===== src/sv/ctt_pkg.sv =====
// Package for the configuration text tokenizer: position types, character codes,
// result word and bundle types, and the saturating counter helpers.
// No dependencies.
`default_nettype none

package ctt_pkg;

    // Width of the line and column counters
    localparam int POS_BITS  = 16;
    // Width of the reported line and column fields
    localparam int OUT_BITS  = 16;
    // Most result words one text byte can cause
    localparam int MAX_ITEMS = 4;
    localparam int CNT_BITS  = $clog2(MAX_ITEMS + 1);
    localparam int IDX_BITS  = $clog2(MAX_ITEMS);

    localparam longint unsigned POS_MAX = (64'd1 << POS_BITS) - 64'd1;
    localparam longint unsigned OUT_LIM = (64'd1 << OUT_BITS) - 64'd1;
    localparam longint unsigned OUT_MAX = (POS_MAX < OUT_LIM) ? POS_MAX : OUT_LIM;

    typedef logic [POS_BITS-1:0] t_pos;
    typedef logic [OUT_BITS-1:0] t_opos;

    // Character codes
    localparam logic [7:0] CH_TAB    = 8'h09;
    localparam logic [7:0] CH_LF     = 8'h0A;
    localparam logic [7:0] CH_CR     = 8'h0D;
    localparam logic [7:0] CH_SPACE  = 8'h20;
    localparam logic [7:0] CH_QUOTE  = 8'h22;
    localparam logic [7:0] CH_COMMA  = 8'h2C;
    localparam logic [7:0] CH_SLASH  = 8'h2F;
    localparam logic [7:0] CH_EQUALS = 8'h3D;
    localparam logic [7:0] CH_LBRACE = 8'h7B;
    localparam logic [7:0] CH_RBRACE = 8'h7D;

    // Result word kinds
    localparam logic KIND_CHAR = 1'b0;
    localparam logic KIND_END  = 1'b1;

    typedef struct packed {
        logic       kind;
        logic [7:0] ch;
        t_opos      line;
        t_opos      col;
    } t_item;

    // All result words caused by one text byte
    typedef struct packed {
        logic [CNT_BITS-1:0]        cnt;
        t_item [MAX_ITEMS-1:0]      items;
    } t_bundle;

    // Counter increment that sticks at all ones
    function automatic t_pos sat_inc(input t_pos v);
        return (v == {POS_BITS{1'b1}}) ? v : (v + t_pos'(1));
    endfunction

    // 0-based counter to 1-based reported position, clipped
    function automatic t_opos out_pos(input t_pos v);
        t_opos p;
        if (64'(v) >= OUT_MAX) begin
            p = t_opos'(OUT_MAX);
        end else begin
            // below the clip point, so v + 1 still fits the counter width
            p = t_opos'(v + t_pos'(1));
        end
        return p;
    endfunction

endpackage

`default_nettype wire


===== src/sv/ctt_if.sv =====
// Channel interfaces of the tokenizer: text byte input and token word output.
// Depends on nothing; valid/ready handshake on each.
`default_nettype none

interface ctt_text_if;
    logic       valid;
    logic       ready;
    logic [7:0] text_byte;
    logic       end_of_text;

    modport source (output valid, output text_byte, output end_of_text, input ready);
    modport sink   (input valid, input text_byte, input end_of_text, output ready);
endinterface

interface ctt_token_if;
    logic        valid;
    logic        ready;
    logic        item_kind;
    logic [7:0]  token_char;
    logic [15:0] token_line;
    logic [15:0] token_col;
    logic        last_of_run;

    modport source (output valid, output item_kind, output token_char, output token_line,
                    output token_col, output last_of_run, input ready);
    modport sink   (input valid, input item_kind, input token_char, input token_line,
                    input token_col, input last_of_run, output ready);
endinterface

`default_nettype wire


===== src/sv/ctt_lexer.sv =====
// Tokenizer state and single-pass scan: turns one text byte into a bundle of
// up to four result words. Depends on ctt_pkg and ctt_text_if.
`default_nettype none

module ctt_lexer (
    input  wire logic         i_clk,
    input  wire logic         i_rst_n,
    ctt_text_if.sink          i_text,
    input  wire logic         i_bun_ready,
    output ctt_pkg::t_bundle  o_bun,
    output logic              o_bun_valid
);
    import ctt_pkg::*;

    logic r_comm, r_quote, r_slash, r_open;
    t_pos r_scol, r_line, r_colc, r_hcol;
    logic n_comm, n_quote, n_slash, n_open;
    t_pos n_scol, n_line, n_colc, n_hcol;

    logic [7:0] b;
    logic       eot, lf, fire;
    logic       i_ready_w;
    t_opos      line_o;
    t_bundle    bun;

    assign i_ready_w    = i_bun_ready;
    assign i_text.ready = i_ready_w;

    assign b      = i_text.text_byte;
    assign eot    = i_text.end_of_text;
    assign lf     = (b == CH_LF);
    assign fire   = i_text.valid && i_ready_w;
    assign line_o = out_pos(r_line);

    // Scan of one byte, in the order the words leave
    always_comb begin
        logic [CNT_BITS-1:0] n;
        logic                punct, blank;
        n       = '0;
        bun     = '0;
        n_comm  = r_comm;
        n_quote = r_quote;
        n_slash = r_slash;
        n_open  = r_open;
        n_scol  = r_scol;
        n_line  = r_line;
        n_colc  = r_colc;
        n_hcol  = r_hcol;
        punct   = (b == CH_LBRACE) || (b == CH_RBRACE) || (b == CH_COMMA) || (b == CH_EQUALS);
        blank   = (b == CH_SPACE) || (b == CH_TAB);

        // held slash turns out to be an ordinary character
        if (r_slash && (eot || lf || (b != CH_SLASH))) begin
            if (!n_open) begin
                n_open = 1'b1;
                n_scol = r_hcol;
            end
            bun.items[n[IDX_BITS-1:0]] = '{KIND_CHAR, CH_SLASH, line_o, out_pos(n_scol)};
            n = n + CNT_BITS'(1);
            n_slash = 1'b0;
        end

        if (eot || lf) begin
            if (n_open) begin
                bun.items[n[IDX_BITS-1:0]] = '{KIND_END, 8'h00, line_o, out_pos(n_scol)};
                n = n + CNT_BITS'(1);
            end
            n_open  = 1'b0;
            n_comm  = 1'b0;
            n_quote = 1'b0;
            n_slash = 1'b0;
            n_colc  = '0;
            if (eot) begin
                n_scol = '0;
                n_line = '0;
                n_hcol = '0;
            end else begin
                n_line = sat_inc(r_line);
            end
        end else if (r_comm) begin
            n_colc = sat_inc(r_colc);
        end else if (r_slash && (b == CH_SLASH)) begin
            // comment start closes the pending token
            if (n_open) begin
                bun.items[n[IDX_BITS-1:0]] = '{KIND_END, 8'h00, line_o, out_pos(n_scol)};
                n = n + CNT_BITS'(1);
            end
            n_open  = 1'b0;
            n_slash = 1'b0;
            n_comm  = 1'b1;
            n_colc  = sat_inc(r_colc);
        end else begin
            n_colc = sat_inc(r_colc);
            if (b == CH_SLASH) begin
                n_slash = 1'b1;
                n_hcol  = r_colc;
            end else if (b != CH_CR) begin
                if (b == CH_QUOTE) begin
                    n_quote = !r_quote;
                end
                if (punct) begin
                    if (n_open) begin
                        bun.items[n[IDX_BITS-1:0]] =
                            '{KIND_END, 8'h00, line_o, out_pos(n_scol)};
                        n = n + CNT_BITS'(1);
                    end
                    n_open = 1'b0;
                    bun.items[n[IDX_BITS-1:0]] = '{KIND_CHAR, b, line_o, out_pos(r_colc)};
                    n = n + CNT_BITS'(1);
                    bun.items[n[IDX_BITS-1:0]] = '{KIND_END, 8'h00, line_o, out_pos(r_colc)};
                    n = n + CNT_BITS'(1);
                end else if (blank && !n_quote) begin
                    if (n_open) begin
                        bun.items[n[IDX_BITS-1:0]] =
                            '{KIND_END, 8'h00, line_o, out_pos(n_scol)};
                        n = n + CNT_BITS'(1);
                    end
                    n_open = 1'b0;
                end else begin
                    if (!n_open) begin
                        n_open = 1'b1;
                        n_scol = r_colc;
                    end
                    bun.items[n[IDX_BITS-1:0]] = '{KIND_CHAR, b, line_o, out_pos(n_scol)};
                    n = n + CNT_BITS'(1);
                end
            end
        end
        bun.cnt = n;
    end

    // State update on each accepted byte
    always_ff @(posedge i_clk) begin
        if (!i_rst_n) begin
            r_comm  <= 1'b0;
            r_quote <= 1'b0;
            r_slash <= 1'b0;
            r_open  <= 1'b0;
            r_scol  <= '0;
            r_line  <= '0;
            r_colc  <= '0;
            r_hcol  <= '0;
        end else if (fire) begin
            r_comm  <= n_comm;
            r_quote <= n_quote;
            r_slash <= n_slash;
            r_open  <= n_open;
            r_scol  <= n_scol;
            r_line  <= n_line;
            r_colc  <= n_colc;
            r_hcol  <= n_hcol;
        end
    end

    assign o_bun       = bun;
    assign o_bun_valid = fire;

endmodule

`default_nettype wire


===== src/sv/ctt_drain.sv =====
// Two-stage bundle buffer that hands result words out one at a time.
// Depends on ctt_pkg and ctt_token_if.
`default_nettype none

module ctt_drain (
    input  wire logic             i_clk,
    input  wire logic             i_rst_n,
    input  wire ctt_pkg::t_bundle i_bun,
    input  wire logic             i_bun_valid,
    output logic                  o_bun_ready,
    ctt_token_if.source           o_tok
);
    import ctt_pkg::*;

    t_bundle             r_a, r_b;
    logic                r_a_valid, r_b_valid;
    logic [IDX_BITS-1:0] r_idx;

    logic  b_last, b_fire, b_done, a_move;
    t_item cur;

    assign cur    = r_b.items[r_idx];
    assign b_last = ({1'b0, r_idx} == (r_b.cnt - CNT_BITS'(1)));
    assign b_fire = r_b_valid && o_tok.ready;
    assign b_done = b_fire && b_last;
    assign a_move = r_a_valid && (!r_b_valid || b_done);

    assign o_bun_ready = !r_a_valid || a_move;

    // Holding stage: bundles without words are dropped
    always_ff @(posedge i_clk) begin
        if (!i_rst_n) begin
            r_a_valid <= 1'b0;
        end else if (i_bun_valid && o_bun_ready && (i_bun.cnt != '0)) begin
            r_a_valid <= 1'b1;
        end else if (a_move) begin
            r_a_valid <= 1'b0;
        end
    end

    always_ff @(posedge i_clk) begin
        if (i_bun_valid && o_bun_ready) begin
            r_a <= i_bun;
        end
    end

    // Output stage: steps through the words of one bundle
    always_ff @(posedge i_clk) begin
        if (!i_rst_n) begin
            r_b_valid <= 1'b0;
            r_idx     <= '0;
        end else if (a_move) begin
            r_b_valid <= 1'b1;
            r_idx     <= '0;
        end else if (b_done) begin
            r_b_valid <= 1'b0;
            r_idx     <= '0;
        end else if (b_fire) begin
            r_idx <= r_idx + IDX_BITS'(1);
        end
    end

    always_ff @(posedge i_clk) begin
        if (a_move) begin
            r_b <= r_a;
        end
    end

    assign o_tok.valid       = r_b_valid;
    assign o_tok.item_kind   = cur.kind;
    assign o_tok.token_char  = cur.ch;
    assign o_tok.token_line  = cur.line;
    assign o_tok.token_col   = cur.col;
    assign o_tok.last_of_run = b_last;

    // Checks
    a_b_in_range: assert property (@(posedge i_clk) disable iff (!i_rst_n)
        r_b_valid |-> (r_b.cnt != '0) && ({1'b0, r_idx} < r_b.cnt))
        else $error("output index beyond bundle");

    a_a_nonempty: assert property (@(posedge i_clk) disable iff (!i_rst_n)
        r_a_valid |-> (r_a.cnt != '0))
        else $error("empty bundle held");

    a_run_continues: assert property (@(posedge i_clk) disable iff (!i_rst_n)
        (b_fire && !b_last) |=> r_b_valid)
        else $error("run cut short");

    a_stall_full: assert property (@(posedge i_clk) disable iff (!i_rst_n)
        !o_bun_ready |-> (r_a_valid && r_b_valid))
        else $error("input stalled with free buffer");

endmodule

`default_nettype wire


===== src/sv/config_text_tokenizer_top.sv =====
// Top level of the configuration text tokenizer.
// Depends on ctt_pkg, ctt_if, ctt_lexer and ctt_drain.
//
// i_text takes one text byte per word (end_of_text set flushes the pending
// token and returns all counters and flags to their start values). o_token
// gives token words: a run of character words closed by an end word, each
// carrying the 1-based start line and column; last_of_run marks the final
// word caused by one input byte.
// The byte's bundle is registered in the holding stage when it is accepted
// and moves on, once the output stage is free, to that stage, which offers
// its words. A byte is taken every cycle while each byte causes at most one
// word and the receiver takes every word; a byte causing more holds the output
// until its words are taken, one per cycle while the receiver is ready.
// Two bundle stages sit between the scanner and the output, so one more bundle
// is taken while a finished word waits; once both are full, i_text.ready
// drops until the receiver takes the last word of the bundle on show.
// Synchronous reset clears the scanner state and both stages; no words are
// lost or invented across a stall.
`default_nettype none

module config_text_tokenizer_top (
    input  wire logic   i_clk,
    input  wire logic   i_rst_n,
    ctt_text_if.sink    i_text,
    ctt_token_if.source o_token
);
    import ctt_pkg::*;

    t_bundle bun;
    logic    bun_valid, bun_ready;

    ctt_lexer u_lexer (
        .i_clk       (i_clk),
        .i_rst_n     (i_rst_n),
        .i_text      (i_text),
        .i_bun_ready (bun_ready),
        .o_bun       (bun),
        .o_bun_valid (bun_valid)
    );

    ctt_drain u_drain (
        .i_clk       (i_clk),
        .i_rst_n     (i_rst_n),
        .i_bun       (bun),
        .i_bun_valid (bun_valid),
        .o_bun_ready (bun_ready),
        .o_tok       (o_token)
    );

endmodule

`default_nettype wire


===== src/flat_wrapper.sv =====
// flat-port wrapper written by rule: the top's interface ports become plain ports
module config_text_tokenizer_top_flat import ctt_pkg::*;
  (i_clk, i_rst_n, i_text_valid, i_text_text_byte, i_text_end_of_text, i_text_ready, o_token_valid, o_token_item_kind, o_token_token_char, o_token_token_line, o_token_token_col, o_token_last_of_run, o_token_ready);
  ctt_text_if i_text_i ();
  ctt_token_if o_token_i ();
  input  wire logic i_clk;
  input  wire logic i_rst_n;
  input wire logic [$bits(i_text_i.valid)-1:0] i_text_valid;
  input wire logic [$bits(i_text_i.text_byte)-1:0] i_text_text_byte;
  input wire logic [$bits(i_text_i.end_of_text)-1:0] i_text_end_of_text;
  output wire logic [$bits(i_text_i.ready)-1:0] i_text_ready;
  output wire logic [$bits(o_token_i.valid)-1:0] o_token_valid;
  output wire logic [$bits(o_token_i.item_kind)-1:0] o_token_item_kind;
  output wire logic [$bits(o_token_i.token_char)-1:0] o_token_token_char;
  output wire logic [$bits(o_token_i.token_line)-1:0] o_token_token_line;
  output wire logic [$bits(o_token_i.token_col)-1:0] o_token_token_col;
  output wire logic [$bits(o_token_i.last_of_run)-1:0] o_token_last_of_run;
  input wire logic [$bits(o_token_i.ready)-1:0] o_token_ready;
  assign i_text_i.valid = i_text_valid;
  assign i_text_i.text_byte = i_text_text_byte;
  assign i_text_i.end_of_text = i_text_end_of_text;
  assign i_text_ready = i_text_i.ready;
  assign o_token_valid = o_token_i.valid;
  assign o_token_item_kind = o_token_i.item_kind;
  assign o_token_token_char = o_token_i.token_char;
  assign o_token_token_line = o_token_i.token_line;
  assign o_token_token_col = o_token_i.token_col;
  assign o_token_last_of_run = o_token_i.last_of_run;
  assign o_token_i.ready = o_token_ready;
  config_text_tokenizer_top u_core (.i_clk(i_clk), .i_rst_n(i_rst_n), .i_text(i_text_i), .o_token(o_token_i));
endmodule

===== config.mk =====
export PLATFORM = sky130hd
export DESIGN_NAME = config_text_tokenizer_top_flat
export DESIGN_NICKNAME = d
export VERILOG_FILES = /design/src/sv/ctt_pkg.sv /design/src/sv/ctt_if.sv /design/src/sv/ctt_lexer.sv /design/src/sv/ctt_drain.sv /design/src/sv/config_text_tokenizer_top.sv /design/src/flat_wrapper.sv
export SDC_FILE = /design/constraint.sdc
export NUM_CORES = 1
export LEC_CHECK = 0
export BUFFER_PORTS_ARGS = -buffer_cell sky130_fd_sc_hd__buf_2
export CAP_MARGIN = 25
export CELL_PAD_IN_SITES_DETAIL_PLACEMENT = 0
export CELL_PAD_IN_SITES_GLOBAL_PLACEMENT = 2
export CORE_MARGIN = 4
export CORE_UTILIZATION = 39
export DETAILED_ROUTE_END_ITERATION = 10
export PLACE_DENSITY = 0.85
export SLEW_MARGIN = 20
export SYNTH_ARGS = -nofsm -noshare
export SYNTH_HDL_FRONTEND = slang
export SYNTH_SLANG_ARGS = --single-unit

===== constraint.sdc =====
create_clock -name i_clk -period 10.12 [get_ports i_clk]
set_input_delay 2.024 -clock i_clk [delete_from_list [all_inputs] [get_ports i_clk]]
set_output_delay 2.024 -clock i_clk [all_outputs]
set_load 0.005 [all_outputs]

**Word-level counts from Yosys, hierarchy flattened**

Index checks and enable logic that the tools add are counted.

- Register bits after elaboration: 406
- Bits of input ports: 13
- Output and inout bits: 44
- Word-level logic and storage cells: 265

- Add/subtract/negate cells: 10
- Order comparisons: 12
- Equal/unequal tests: 20
- Muxes and demuxes: 143
- Bitwise operators: 1
- Reductions and logical operators: 34

Operator list:

| cell | count |
|---|---|
| two-way mux 164 bit | 17 |
| bitwise mux 164 bit | 7 |
| two-way mux 16 bit | 64 |
| demux 41 bit (select 2 bit) | 3 |
| two-way mux 41 bit | 4 |
| binary-select mux 41 bit (select 2 bit) | 1 |
| adder 16 x 1 -> 16 bit (second input constant) | 5 |
| greater-or-equal comparator 16 bit (second input constant) | 5 |
| two-way mux 3 bit | 14 |
| == test 8 x 6 -> 1 bit (second input constant) | 5 |
| two-way mux 38 bit | 1 |
| == test 16 bit (second input constant) | 2 |
| two-way mux 1 bit | 32 |
| == test 8 x 4 -> 1 bit (second input constant) | 2 |
| == test 8 x 7 -> 1 bit (second input constant) | 2 |
| logical AND 1 bit | 12 |
| less-than comparator 2 x 3 -> 1 bit (second input constant) | 4 |
| != test 2 bit (second input constant) | 5 |
| AND reduction 5 bit | 2 |
| adder 3 x 1 -> 3 bit (second input constant) | 3 |
| logical OR 1 bit | 8 |
| != test 8 x 4 -> 1 bit (second input constant) | 1 |
| != test 8 x 6 -> 1 bit (second input constant) | 1 |
| nonzero test 2 bit | 4 |
| 11 further kinds | 16 |

**Depth between registers and ports, before layout**

Gate-level depths: netlist (run 1).

- Depth after elaboration: 33
- Mapped depth: 14
- Depth with buffers taken out: 12

**By module**

Synthesis (run 1) repeated with hierarchy kept, for this count alone.

- Cell total of the unflattened synthesis: 1,738
- Area total of the unflattened synthesis: 19,870.3 um2

By module, submodules not included:

| module | times used | cells each | area each (um2) | sequential area each (um2) |
|---|---|---|---|---|
| ctt_drain | 1 | 421 | 11,324.6 | 10,109.7 |
| ctt_lexer | 1 | 1,317 | 8,545.7 | 1,361.3 |

**Least setup slack after synthesis (run 1)**

No wires, ideal clock.

- Path kind: in2reg
- From: in o_token_ready
- To: reg u_core.u_drain.r_b[0] (netlist bit) (enable)
- Library setup time: 0.714 ns
- Arrival: 9.501 ns
- Data required time: 9.406 ns
- Path slack: -0.095 ns
- Stages: 2
- Path buffers: 0
- Path through: a41oi_1 -> nor2b_1

- Cells in the longest elaborated chain, start to end: 4

Ends and longest elaborated chain:

| element | RTL line | RTL |
|---|---|---|
| start, declared | flat_wrapper.sv:18 | `input wire logic [$bits(o_token_i.ready)-1:0] o_token_ready;` |
| logical AND 1 bit | ctt_drain.sv:24 | `assign b_fire = r_b_valid && o_tok.ready;` |
| logical AND 1 bit | ctt_drain.sv:25 | `assign b_done = b_fire && b_last;` |
| logical OR 1 bit | ctt_drain.sv:26 | `assign a_move = r_a_valid && (!r_b_valid \|\| b_done);` |
| logical AND 1 bit | ctt_drain.sv:26 |  |
| named net u_core.u_drain.a_move | ctt_drain.sv:19 | `logic b_last, b_fire, b_done, a_move;` |
| end signal, assigned | ctt_drain.sv:65 | `r_b <= r_a;` |
| end, declared | ctt_drain.sv:15 | `t_bundle r_a, r_b;` |

The timed path passes the listed nets, and every way through them passes these cells.
A chain may end at the register's enable or synchronous reset.

==> flow_summary.toml, run 1 <==
[run_status]
status = "finished, final reports clean"

[timing]
post-route-min-period_ps = 5540
rsz0062_at_grt = "false"
max_freq_mhz = 181
setup_viol = 0
final-hold-violation-count = 0
fin_crit_sh_pct = 54.7
tightest_slew_ps = 944
finClkSkew_ps = 31.5
tns_ps = 0
slew_headroom_pct = 36.8
drv_slew = 0

[yosys]
yosys-top-cells-area = "edfxtp_1, dfxtp_1, mux4_2, nor2_1, o21ai_0"
post-synth-top-count-cell = "edfxtp_1"
synth_xor_area_share_pct = 2.28
synthCells = 1680
synth_warnings = 0
synth_mux_area_share_pct = 6.61
synth-async-reset-ratio_pct = 0
synth_compound_area_share_pct = 12.9
synthAdderAreaFrac_pct = 0.320
synth-edff-count = 334
synth-simple-area-share_pct = 16.3
synth_top_area_share_pct = 51.3
synth_top_family_by_area = "simple AND/OR/NAND/NOR gates"
ys.flop_type = "edfxtp_1"
seq_area_frac_synth_pct = 58.7
ys_top_cells_by_count = "edfxtp_1, nor2_1, nand2_1"
synth.largest_area_cell = "edfxtp_1"
syn_area_um2 = 19600
synth_seq_cells = 406
syn_area_per_cell_um2 = 11.6
synth_cell_types = 88

[finish]
fin_util_pct = 45.1
finalInstanceArea_um2 = 22200
layout-drive-gt1-share_pct = 14.4
syn2layout_area_growth_pct = 13.5
final_cells = 2412
antenna_cells = 0
final_nets = 1730

[power_and_ir_drop]
p_int_uw = 3010
comb_power_share_pct = 4.9
power_uw = 3830
ir_drop_v = 0.000116
p_sw_uw = 826
swShare_pct = 21.6
pwr-share-clk_pct = 45.7
p_per_area_nw_per_um2 = 173
power_frac_seq_pct = 49.4
leakage_uw = 0.00754

[die]
io_pins = 57
initial_core_util_pct = 39.7
die_h_um = 232
dieArea_um2 = 53800
std_cell_rows = 81
fp.dieW_um = 232
core_area_um2 = 49300

[cts]
clk_pin_slew_ps = 60
numCtsBuffers = 44
postCtsResizedCells = 0
post-cts-setup-buffers = 0
ctsHoldBuffers = 0
clock-sinks = 406
h-tree-depth = 2
clk-insertion-delay-late_ps = 590
cts.path.max_buffers = 3
cts_tree = "yes"
cts_root_buffer = "clkbuf_16"

[placed_design]
io_buffer_count = 56
placed_cell_area_um2 = 20500
gp_congestion = 0.907
dp_cells = 2325
dp_hpwl_um = 37200

[routing]
drc = 0
avgViaCountPerCell = 5.68
drtIter0Drc = 1279
ant_nets = 0
drt-total-wl_um = 54700
vias = 13700
wl_per_cell_um = 22.7
first_pass_iters = 5

[global_routing]
overflow = 0
grt_pass1_vias = 13500
antenna_found_initial = 1
grt_pass1_wl_um = 83900
grtUsageTotal_pct = 20.3
grt_max_degree = 85

[worst_setup_path]
cp.arrival_ps = 5870
max_stage_delay_ps = 490
critical_path.slowest_cell = "buf_4"
reg2reg_from = "u_core.u_drain.r_idx[0]$_SDFFE_PP0P_"
worst_setup_path_start_kind = "primary input"
path_buf_inv = 3
critPathCaptureType = "register"
cp.required_ps = 10450
critical-path-top-delay-family = "simple AND/OR/NAND/NOR gates"
worstSetupStartpoint = "i_text_text_byte[1]"
critical_path_class = "primary input to register"
cp_max_fo = 41
path_cells = "buf_2, nand4b_1, o31ai_4, buf_4, nand2_1, a21oi_1, ha_1, inv_1, a211oi_2, nand4_2, nor4b_2, nor2_1, a221o_1"

[worst_hold_path]
min-delay-start = "u_core.u_drain.r_a[11]$_DFFE_PP_"
hold_path.class = "register to register"

[job]
drv_cap = 0
per-layer routing:
layer | vias up | global-route usage [%] | routed length, um
met4 | 0 | 5.42 | 1170
met5 | - | 0 | 0
met3 | 86 | 4.13 | 3990
li1 | 6394 | - | -
met2 | 482 | 31.1 | 24800
met1 | 6731 | 29.4 | 24700
power groups by stage:
stage	Combinational (uW)	Clock [uW]	Sequential, uW
final	188	1750	1890
after global routing	205	1870	1900
after CTS	182	1790	1900
after detailed placement	181	0	1930
after global placement	178	0	1930
after floorplan	119	0	1930
final timing paths:
kind / end / slack, ps / cells after the start
worst max register to register: u_core.u_lexer.r_line[4]$_SDFFE_PN0P_ / 5910 / 14
worst min register to register: u_core.u_drain.r_b[11]$_DFFE_PP_ / 400 / 0
worst min-delay path: u_core.u_drain.r_b[11]$_DFFE_PP_ / 400 / 0
worst max-delay path: u_core.u_drain.r_a[53]$_DFFE_PP_ / 4580 / 13
area by class of cell:
| cell class | instances | area (um2) |
|---|---|---|
| Fill cell | 4615 | 27100 |
| Sequential cell | 406 | 11500 |
| Multi-Input combinational cell | 1141 | 7580 |
| Clock buffer | 52 | 1140 |
| Tap cell | 664 | 831 |
| Timing Repair Buffer | 91 | 613 |
| Clock inverter | 30 | 452 |
| Inverter | 28 | 110 |
sequential cells by signal, indices dropped and copies added (netlist names):
| signal | flops |
|---|---|
| u_core.u_drain.r_a | 167 |
| u_core.u_lexer.r_slash | 1 |
| u_core.u_drain.r_idx | 2 |
| u_core.u_lexer.r_scol | 16 |
| u_core.u_lexer.r_line | 16 |
| u_core.u_drain.o_tok.valid | 1 |
| u_core.u_lexer.r_colc | 16 |
| u_core.u_lexer.r_comm | 1 |
| u_core.u_lexer.r_open | 1 |
| u_core.u_lexer.r_quote | 1 |
| u_core.u_drain.r_b | 167 |
| u_core.u_lexer.r_hcol | 16 |
| u_core.u_drain.r_a_valid | 1 |
per-stage QoR:
step	setup WS (ps)	hold WS [ps]
floorplan	1240	400
global placement	4210	400
detailed placement	4100	405
CTS	4730	397
global route	4390	414
finish	4580	396
logic make-up (layout without fill, tap and decap cells):
kind of cell               Yosys count  after routing
AOI/OAI and AO/OA                  379            379
other                                1              9
adders and majority gates            5              5
xor gates and xnor gates            51             51
DFF                                406            406
buffers and inverters              141            201
and+or+nand+nor                    620            620
muxes                               77             77
layout by cell type, fill, tap and decap left out, types with 8 or more instances in the layout:
| cell type | count |
|---|---|
| edfxtp_1 | 334 |
| nand2_1 | 128 |
| nand3_1 | 41 |
| dfxtp_1 | 69 |
| nor3b_1 | 13 |
| and3_1 | 36 |
| and3b_1 | 8 |
| a22oi_1 | 26 |
| o21ai_0 | 110 |
| bufinv_16 | 10 |
| mux4_2 | 41 |
| buf_4 | 30 |
| conb_1 | 9 |
| nand4_1 | 16 |
| o211ai_1 | 15 |
| a21boi_0 | 19 |
| and2_1 | 24 |
| nor3_1 | 24 |
| or3_1 | 8 |
| o31ai_1 | 12 |
| nor2b_1 | 49 |
| a32oi_1 | 9 |
| xnor2_1 | 27 |
| inv_1 | 27 |
| nor2_1 | 202 |
| xor2_1 | 24 |
| clkbuf_16 | 44 |
| nand2b_1 | 11 |
| o221ai_1 | 13 |
| nor4_1 | 16 |
| mux2i_1 | 29 |
| a21oi_1 | 80 |
| buf_2 | 56 |
| a31oi_1 | 13 |
Note: power is estimated with default switching activity, not from simulation.
==> run 2, diff against run 1 <==
--- a/config.mk
+++ b/config.mk
@@ -5,14 +5,15 @@
 export SDC_FILE = /design/constraint.sdc
 export NUM_CORES = 1
 export LEC_CHECK = 0
+export ABC_AREA = 1
 export BUFFER_PORTS_ARGS = -buffer_cell sky130_fd_sc_hd__buf_2
 export CAP_MARGIN = 25
 export CELL_PAD_IN_SITES_DETAIL_PLACEMENT = 0
 export CELL_PAD_IN_SITES_GLOBAL_PLACEMENT = 2
 export CORE_MARGIN = 4
-export CORE_UTILIZATION = 39
+export CORE_UTILIZATION = 40
 export DETAILED_ROUTE_END_ITERATION = 10
-export PLACE_DENSITY = 0.85
+export PLACE_DENSITY = 0.89
 export SLEW_MARGIN = 20
 export SYNTH_ARGS = -nofsm -noshare
 export SYNTH_HDL_FRONTEND = slang
==> constraint.sdc (replaced) <==
create_clock -name i_clk -period 5.3 [get_ports i_clk]
set_input_delay 1.06 -clock i_clk [delete_from_list [all_inputs] [get_ports i_clk]]
set_output_delay 1.06 -clock i_clk [all_outputs]
set_load 0.005 [all_outputs]
==> run 2 against run 1 <==
  * Sequential power up 91%
  * Clock skew down 2.4 ps
  * Cell area down 1.1%
  * Worst setup slack worse by 3100 ps
  * Sequential share of layout area up 0.57 points
  * Highest routed layer unchanged
==> flow_summary.toml, run 2 <==
[run_status]
status = "finished, final reports clean"

[cts]
cts_tree = "yes"
cts.path.max_buffers = 3
post-cts-setup-buffers = 0
postCtsResizedCells = 0
cts_root_buffer = "clkbuf_16"
clk-insertion-delay-late_ps = 580
clk_pin_slew_ps = 60
clock-sinks = 406
h-tree-depth = 2
ctsHoldBuffers = 0
numCtsBuffers = 43

[finish]
final_nets = 2206
layout_common_cells = "nand2_1, edfxtp_1, nor2_1"
final_cells = 2838
antenna_cells = 0
largestRegisters = "u_core.u_drain.r_a x167, u_core.u_drain.r_b x167"
layout-drive-gt1-share_pct = 11.2
finalInstanceArea_um2 = 21900
fillers = 4595
syn2layout_area_growth_pct = 12.5
fin_util_pct = 45.8
final_common_cell = "nand2_1"

[global_routing]
grtUsageTotal_pct = 22.4
grt_pass1_wl_um = 91300
grt_max_degree = 136
grt_pass1_vias = 15000
overflow = 0
antenna_found_initial = 0

[placed_design]
dp_cells = 2757
placed_cell_area_um2 = 20500
pre_cts_ws_ps = 1090
io_buffer_count = 56
gp_congestion = 0.970
dp_hpwl_um = 42000

[timing]
slew_headroom_pct = 32.4
final-hold-violation-count = 0
max_freq_mhz = 261
fin_ws_ps = 1460
setup_viol = 0
fin_crit_sh_pct = 72.4
rsz0062_at_grt = "false"
tightest_slew_ps = 1010
finClkSkew_ps = 29.1
drv_slew = 0
post-route-min-period_ps = 3840
tns_ps = 0

[yosys]
synth-edff-count = 334
synth_compound_area_share_pct = 11.4
ys.flop_type = "edfxtp_1"
synth-async-reset-ratio_pct = 0
yosys-top-cells-area = "edfxtp_1, nand2_1, dfxtp_1, nor2_1, o21ai_0"
synth_seq_cells = 406
synth.largest_area_cell = "edfxtp_1"
synth_warnings = 0
synthAdderAreaFrac_pct = 0.321
synthCells = 2131
synth-simple-area-share_pct = 22.5
ys_top_cells_by_count = "nand2_1, edfxtp_1, nor2_1"
post-synth-top-count-cell = "nand2_1"
syn_area_per_cell_um2 = 9.15
synth_top_area_share_pct = 51.4
synth_top_family_by_area = "simple AND/OR/NAND/NOR gates"
synth_mux_area_share_pct = 0
syn_area_um2 = 19500
seq_area_frac_synth_pct = 58.8
synth_xor_area_share_pct = 1.71
synth_cell_types = 54

[power_and_ir_drop]
comb_power_share_pct = 6.5
p_per_area_nw_per_um2 = 323
p_int_uw = 5460
swShare_pct = 23.0
pwr-share-clk_pct = 42.5
p_sw_uw = 1630
ir_drop_v = 0.000205
power_frac_seq_pct = 50.9
leakage_uw = 0.00839

[worst_setup_path]
cp_max_fo = 56
worst_setup_path_start_kind = "register"
cp.arrival_ps = 2780
critPathCaptureType = "output port"
critical_path_class = "register to output port"
cp.required_ps = 4240

[routing]
wl_per_cell_um = 21.0
drt-total-wl_um = 59700
ant_nets = 0
drc = 0
avgViaCountPerCell = 5.46
vias = 15500
first_pass_iters = 5
drtIter0Drc = 1572

[die]
io_pins = 57
std_cell_rows = 80
dieArea_um2 = 52400
initial_core_util_pct = 40.7
die_h_um = 229
core_area_um2 = 47900
fp.dieW_um = 229

[job]
drv_cap = 0

[worst_hold_path]
hold_path.class = "register to register"
run 2: cells by family (layout without fill, tap and decap cells):
| kind of cell | Yosys count | count (layout) |
|---|---|---|
| flops | 406 | 406 |
| simple gates | 1024 | 1024 |
| xor+xnor | 38 | 38 |
| compound gates | 405 | 405 |
| other cells | 1 | 9 |
| fa+ha+maj | 5 | 5 |
| buf+inv | 252 | 336 |
run 2: per-layer routing:
layer  wire, um  vias up  part of all wire, %  global-route usage, %
met5          0        -                    0                      0
met4       2020        0                  3.4                   7.84
met3       3440      116                  5.8                   3.59
met2      27600      524                   46                   36.4
met1      26600     7452                   45                   30.8
li1           -     7416                    -                      -
run 2: power by group through the flow:
stage	Sequential [uW]	Clock (uW)	Combinational, uW
2_1_floorplan	3670	0	282
4_1_cts	3610	3090	464
5_1_grt	3620	3230	508
3_3_place_gp	3670	0	459
3_5_place_dp	3680	0	462
6_report	3610	3020	464
run 2: critical path, stage by stage (launching register included):
cell and delay [ps]:
dfxtp_2 470, inv_2 780, buf_4 450, o21ai_0 130, o22ai_1 190, buf_2 150
run 2: worst paths after layout:
kind | startpoint | end | slack (ps) | depth (start not counted)
min reg2reg | u_core.u_drain.r_a[119]$_SDFFCE_PP0P_ | u_core.u_drain.r_b[119]$_DFFE_PP_ | 400 | 0
max reg2reg | u_core.u_lexer.r_open$_SDFFE_PN0P_ | u_core.u_drain.r_a[1]$_DFFE_PP_ | 1700 | 17
min | u_core.u_drain.r_a[119]$_SDFFCE_PP0P_ | u_core.u_drain.r_b[119]$_DFFE_PP_ | 400 | 0
max | u_core.u_drain.r_idx[0]$_SDFFE_PP0P_ | o_token_token_line[11] | 1460 | 5
run 2: metrics by stage:
stage	hold slack [ps]	total power [uW]
floorplan	400	3950
global route	414	7360
detailed placement	405	4140
global placement	400	4130
finish	403	7090
CTS	407	7160
run 2: cell type report:
type | instances | area [um2] | share of cell area [%]
inverter | 155 | 587 | 2.67
clock buffer | 58 | 1180 | 5.39
sequential | 406 | 11500 | 52.3
clock inverter | 22 | 248 | 1.13
tap | 615 | 769 | 3.51
timing repair buffer | 101 | 641 | 2.92
multi-input combinational | 1481 | 7050 | 32.1
==> run 3, diff against run 2 <==
==> constraint.sdc (replaced) <==
create_clock -name i_clk -period 4 [get_ports i_clk]
set_input_delay 0.8 -clock i_clk [delete_from_list [all_inputs] [get_ports i_clk]]
set_output_delay 0.8 -clock i_clk [all_outputs]
set_load 0.005 [all_outputs]
==> run 3 against run 2 <==
  * Combinational power up 39%
  * Wire length grew 1.3%
  * Sequential power grew 32%
  * Via count is 0.61% higher
  * Global-route usage is 0.44 points higher
  * Largest power group unchanged
  * Highest routed layer unchanged
==> flow_summary.toml, run 3 (synthesized netlist as in run 2, its figures left out) <==
[global_routing]
met2_usage_pct = 36.8
grt_pass1_vias = 15200
overflow = 0
grtUsageMet1_pct = 32.3
grt_max_degree = 90
grtUsageTotal_pct = 22.9
gr-usage-met3_pct = 3.58
antenna_found_initial = 1
grt_pass1_wl_um = 93700
grt_most_used_layer = "met2"

[routing]
ant_nets = 0
drc = 0
vias = 15600
avgViaCountPerCell = 5.43
wl_per_cell_um = 21.0
first_pass_iters = 5
drt-total-wl_um = 60400
drtIter0Drc = 1554

[finish]
final_nets = 2241
antenna_cells = 0
final_cells = 2874
multi_input_area_um2 = 7050
syn2layout_area_growth_pct = 14.3
finalInstanceArea_um2 = 22300
fillers = 4550
largestRegisters = "u_core.u_drain.r_a x167, u_core.u_drain.r_b x167"
layout_common_cells = "nand2_1, edfxtp_1, nor2_1"
final_common_cell = "nand2_1"
layout-drive-gt1-share_pct = 12.9
fin_util_pct = 46.5
ff_latch_area_um2 = 11500

[timing]
setup_viol = 0
fin_crit_sh_pct = 87.4
post-route-min-period_ps = 3500
tightest_slew_ps = 869
slew_headroom_pct = 41.5
max_freq_mhz = 286
rsz0062_at_grt = "false"
final-hold-violation-count = 0
finClkSkew_ps = 35.1
drv_slew = 0

[cts]
postCtsResizedCells = 0
clk_pin_slew_ps = 60
numCtsBuffers = 44
clock-sinks = 406
post-cts-setup-buffers = 0
ctsHoldBuffers = 0
h-tree-depth = 2
cts_root_buffer = "clkbuf_16"
cts_tree = "yes"
cts.path.max_buffers = 3
clk-insertion-delay-late_ps = 590

[placed_design]
dp_cells = 2792
gp_congestion = 0.941
placed_cell_area_um2 = 20800
io_buffer_count = 56
dp_hpwl_um = 43100

[worst_setup_path]
r2r_cells = 17
reg2reg_setup_slack_ps = 500
cp_max_fo = 11
cp.required_ps = 4430
critical_path_class = "register to register"
critPathCaptureType = "register"
cp.arrival_ps = 3930
reg2reg_from = "u_core.u_lexer.r_open$_SDFFE_PN0P_"
worst_setup_path_start_kind = "register"
r2r-end = "u_core.u_drain.r_a[14]$_DFFE_PP_"

[power_and_ir_drop]
ir_drop_v = 0.000257
power_uw = 9600
leakage_uw = 0.00860
p_per_area_nw_per_um2 = 430

[worst_hold_path]
min-delay-start = "u_core.u_drain.r_a[107]$_SDFFCE_PP0P_"
min_to = "u_core.u_drain.r_b[107]$_DFFE_PP_"
hold_path.class = "register to register"
holdPathStages = 0

[die]
die_h_um = 229
io_pins = 57
core_area_um2 = 47900
dieArea_um2 = 52400
fp.dieW_um = 229
initial_core_util_pct = 40.7
std_cell_rows = 80

[job]
drv_cap = 0

[run_status]
status = "finished, final reports clean"
-- run 3: per-stage QoR --
step / setup WS (ps) / TNS (ps) / hold slack [ps]
6_report: 504 / 0 / 415
5_1_grt: 79.7 / 0 / 415
4_1_cts: 603 / 0 / 414
3_5_place_dp: 263 / 0 / 405
3_3_place_gp: 241 / 0 / 401
2_1_floorplan: -126 / -21060 / 400
-- run 3: how the worst max path moves through the flow --
stage / start / to / cells past startpoint
3_5_place_dp: i_text_text_byte[2] / u_core.u_drain.r_a[1]$_DFFE_PP_ / 22
4_1_cts: u_core.u_drain.r_idx[0]$_SDFFE_PP0P_ / o_token_token_col[5] / 6
6_report: u_core.u_lexer.r_open$_SDFFE_PN0P_ / u_core.u_drain.r_a[14]$_DFFE_PP_ / 17
5_1_grt: u_core.u_lexer.r_open$_SDFFE_PN0P_ / u_core.u_drain.r_a[14]$_DFFE_PP_ / 17
2_1_floorplan: u_core.u_drain.r_b[164]$_DFFE_PP_ / u_core.u_drain.r_b[0]$_DFFE_PP_ / 8
3_3_place_gp: i_text_text_byte[4] / u_core.u_drain.r_a[5]$_DFFE_PP_ / 19
-- run 3: area by class of cell --
cell class | count | share of cell area, %
Tap cell | 615 | 3.45
Clock buffer | 50 | 5.04
Multi-Input combinational cell | 1481 | 31.6
Sequential cell | 406 | 51.4
Timing Repair Buffer | 135 | 4.19
Clock inverter | 32 | 1.62
Inverter | 155 | 2.63
-- run 3: worst max-delay path: stages, from the launching register on --
cell and delay, ps:
dfxtp_1 400, inv_1 100, buf_4 280, or2_2 160
o21ai_0 160, nor2_1 340, nand3_1 290, nor3_1 400
nand2_1 170, inv_1 120, a21oi_1 40, o21ai_0 330
nand2_1 150, nand2_1 130, nand2_1 50, nand3_1 90
nand2_1 50, nand2_1 60
-- run 3: metal layers --
metal  up-vias  wire length, um  part of all wire (%)
met1      7550            27900                    46
met3       113             3290                   5.4
li1       7463                -                     -
met2       477            27700                    46
met4         0             1590                   2.6
met5         -                0                     0
-- run 3: power breakdown --
part	total (uW)	internal (uW)	leakage (uW)	switching, uW
clock network	4170	2440	0.000721	1730
logic	646	167	0.00403	480
registers	4780	4730	0.00385	50.5
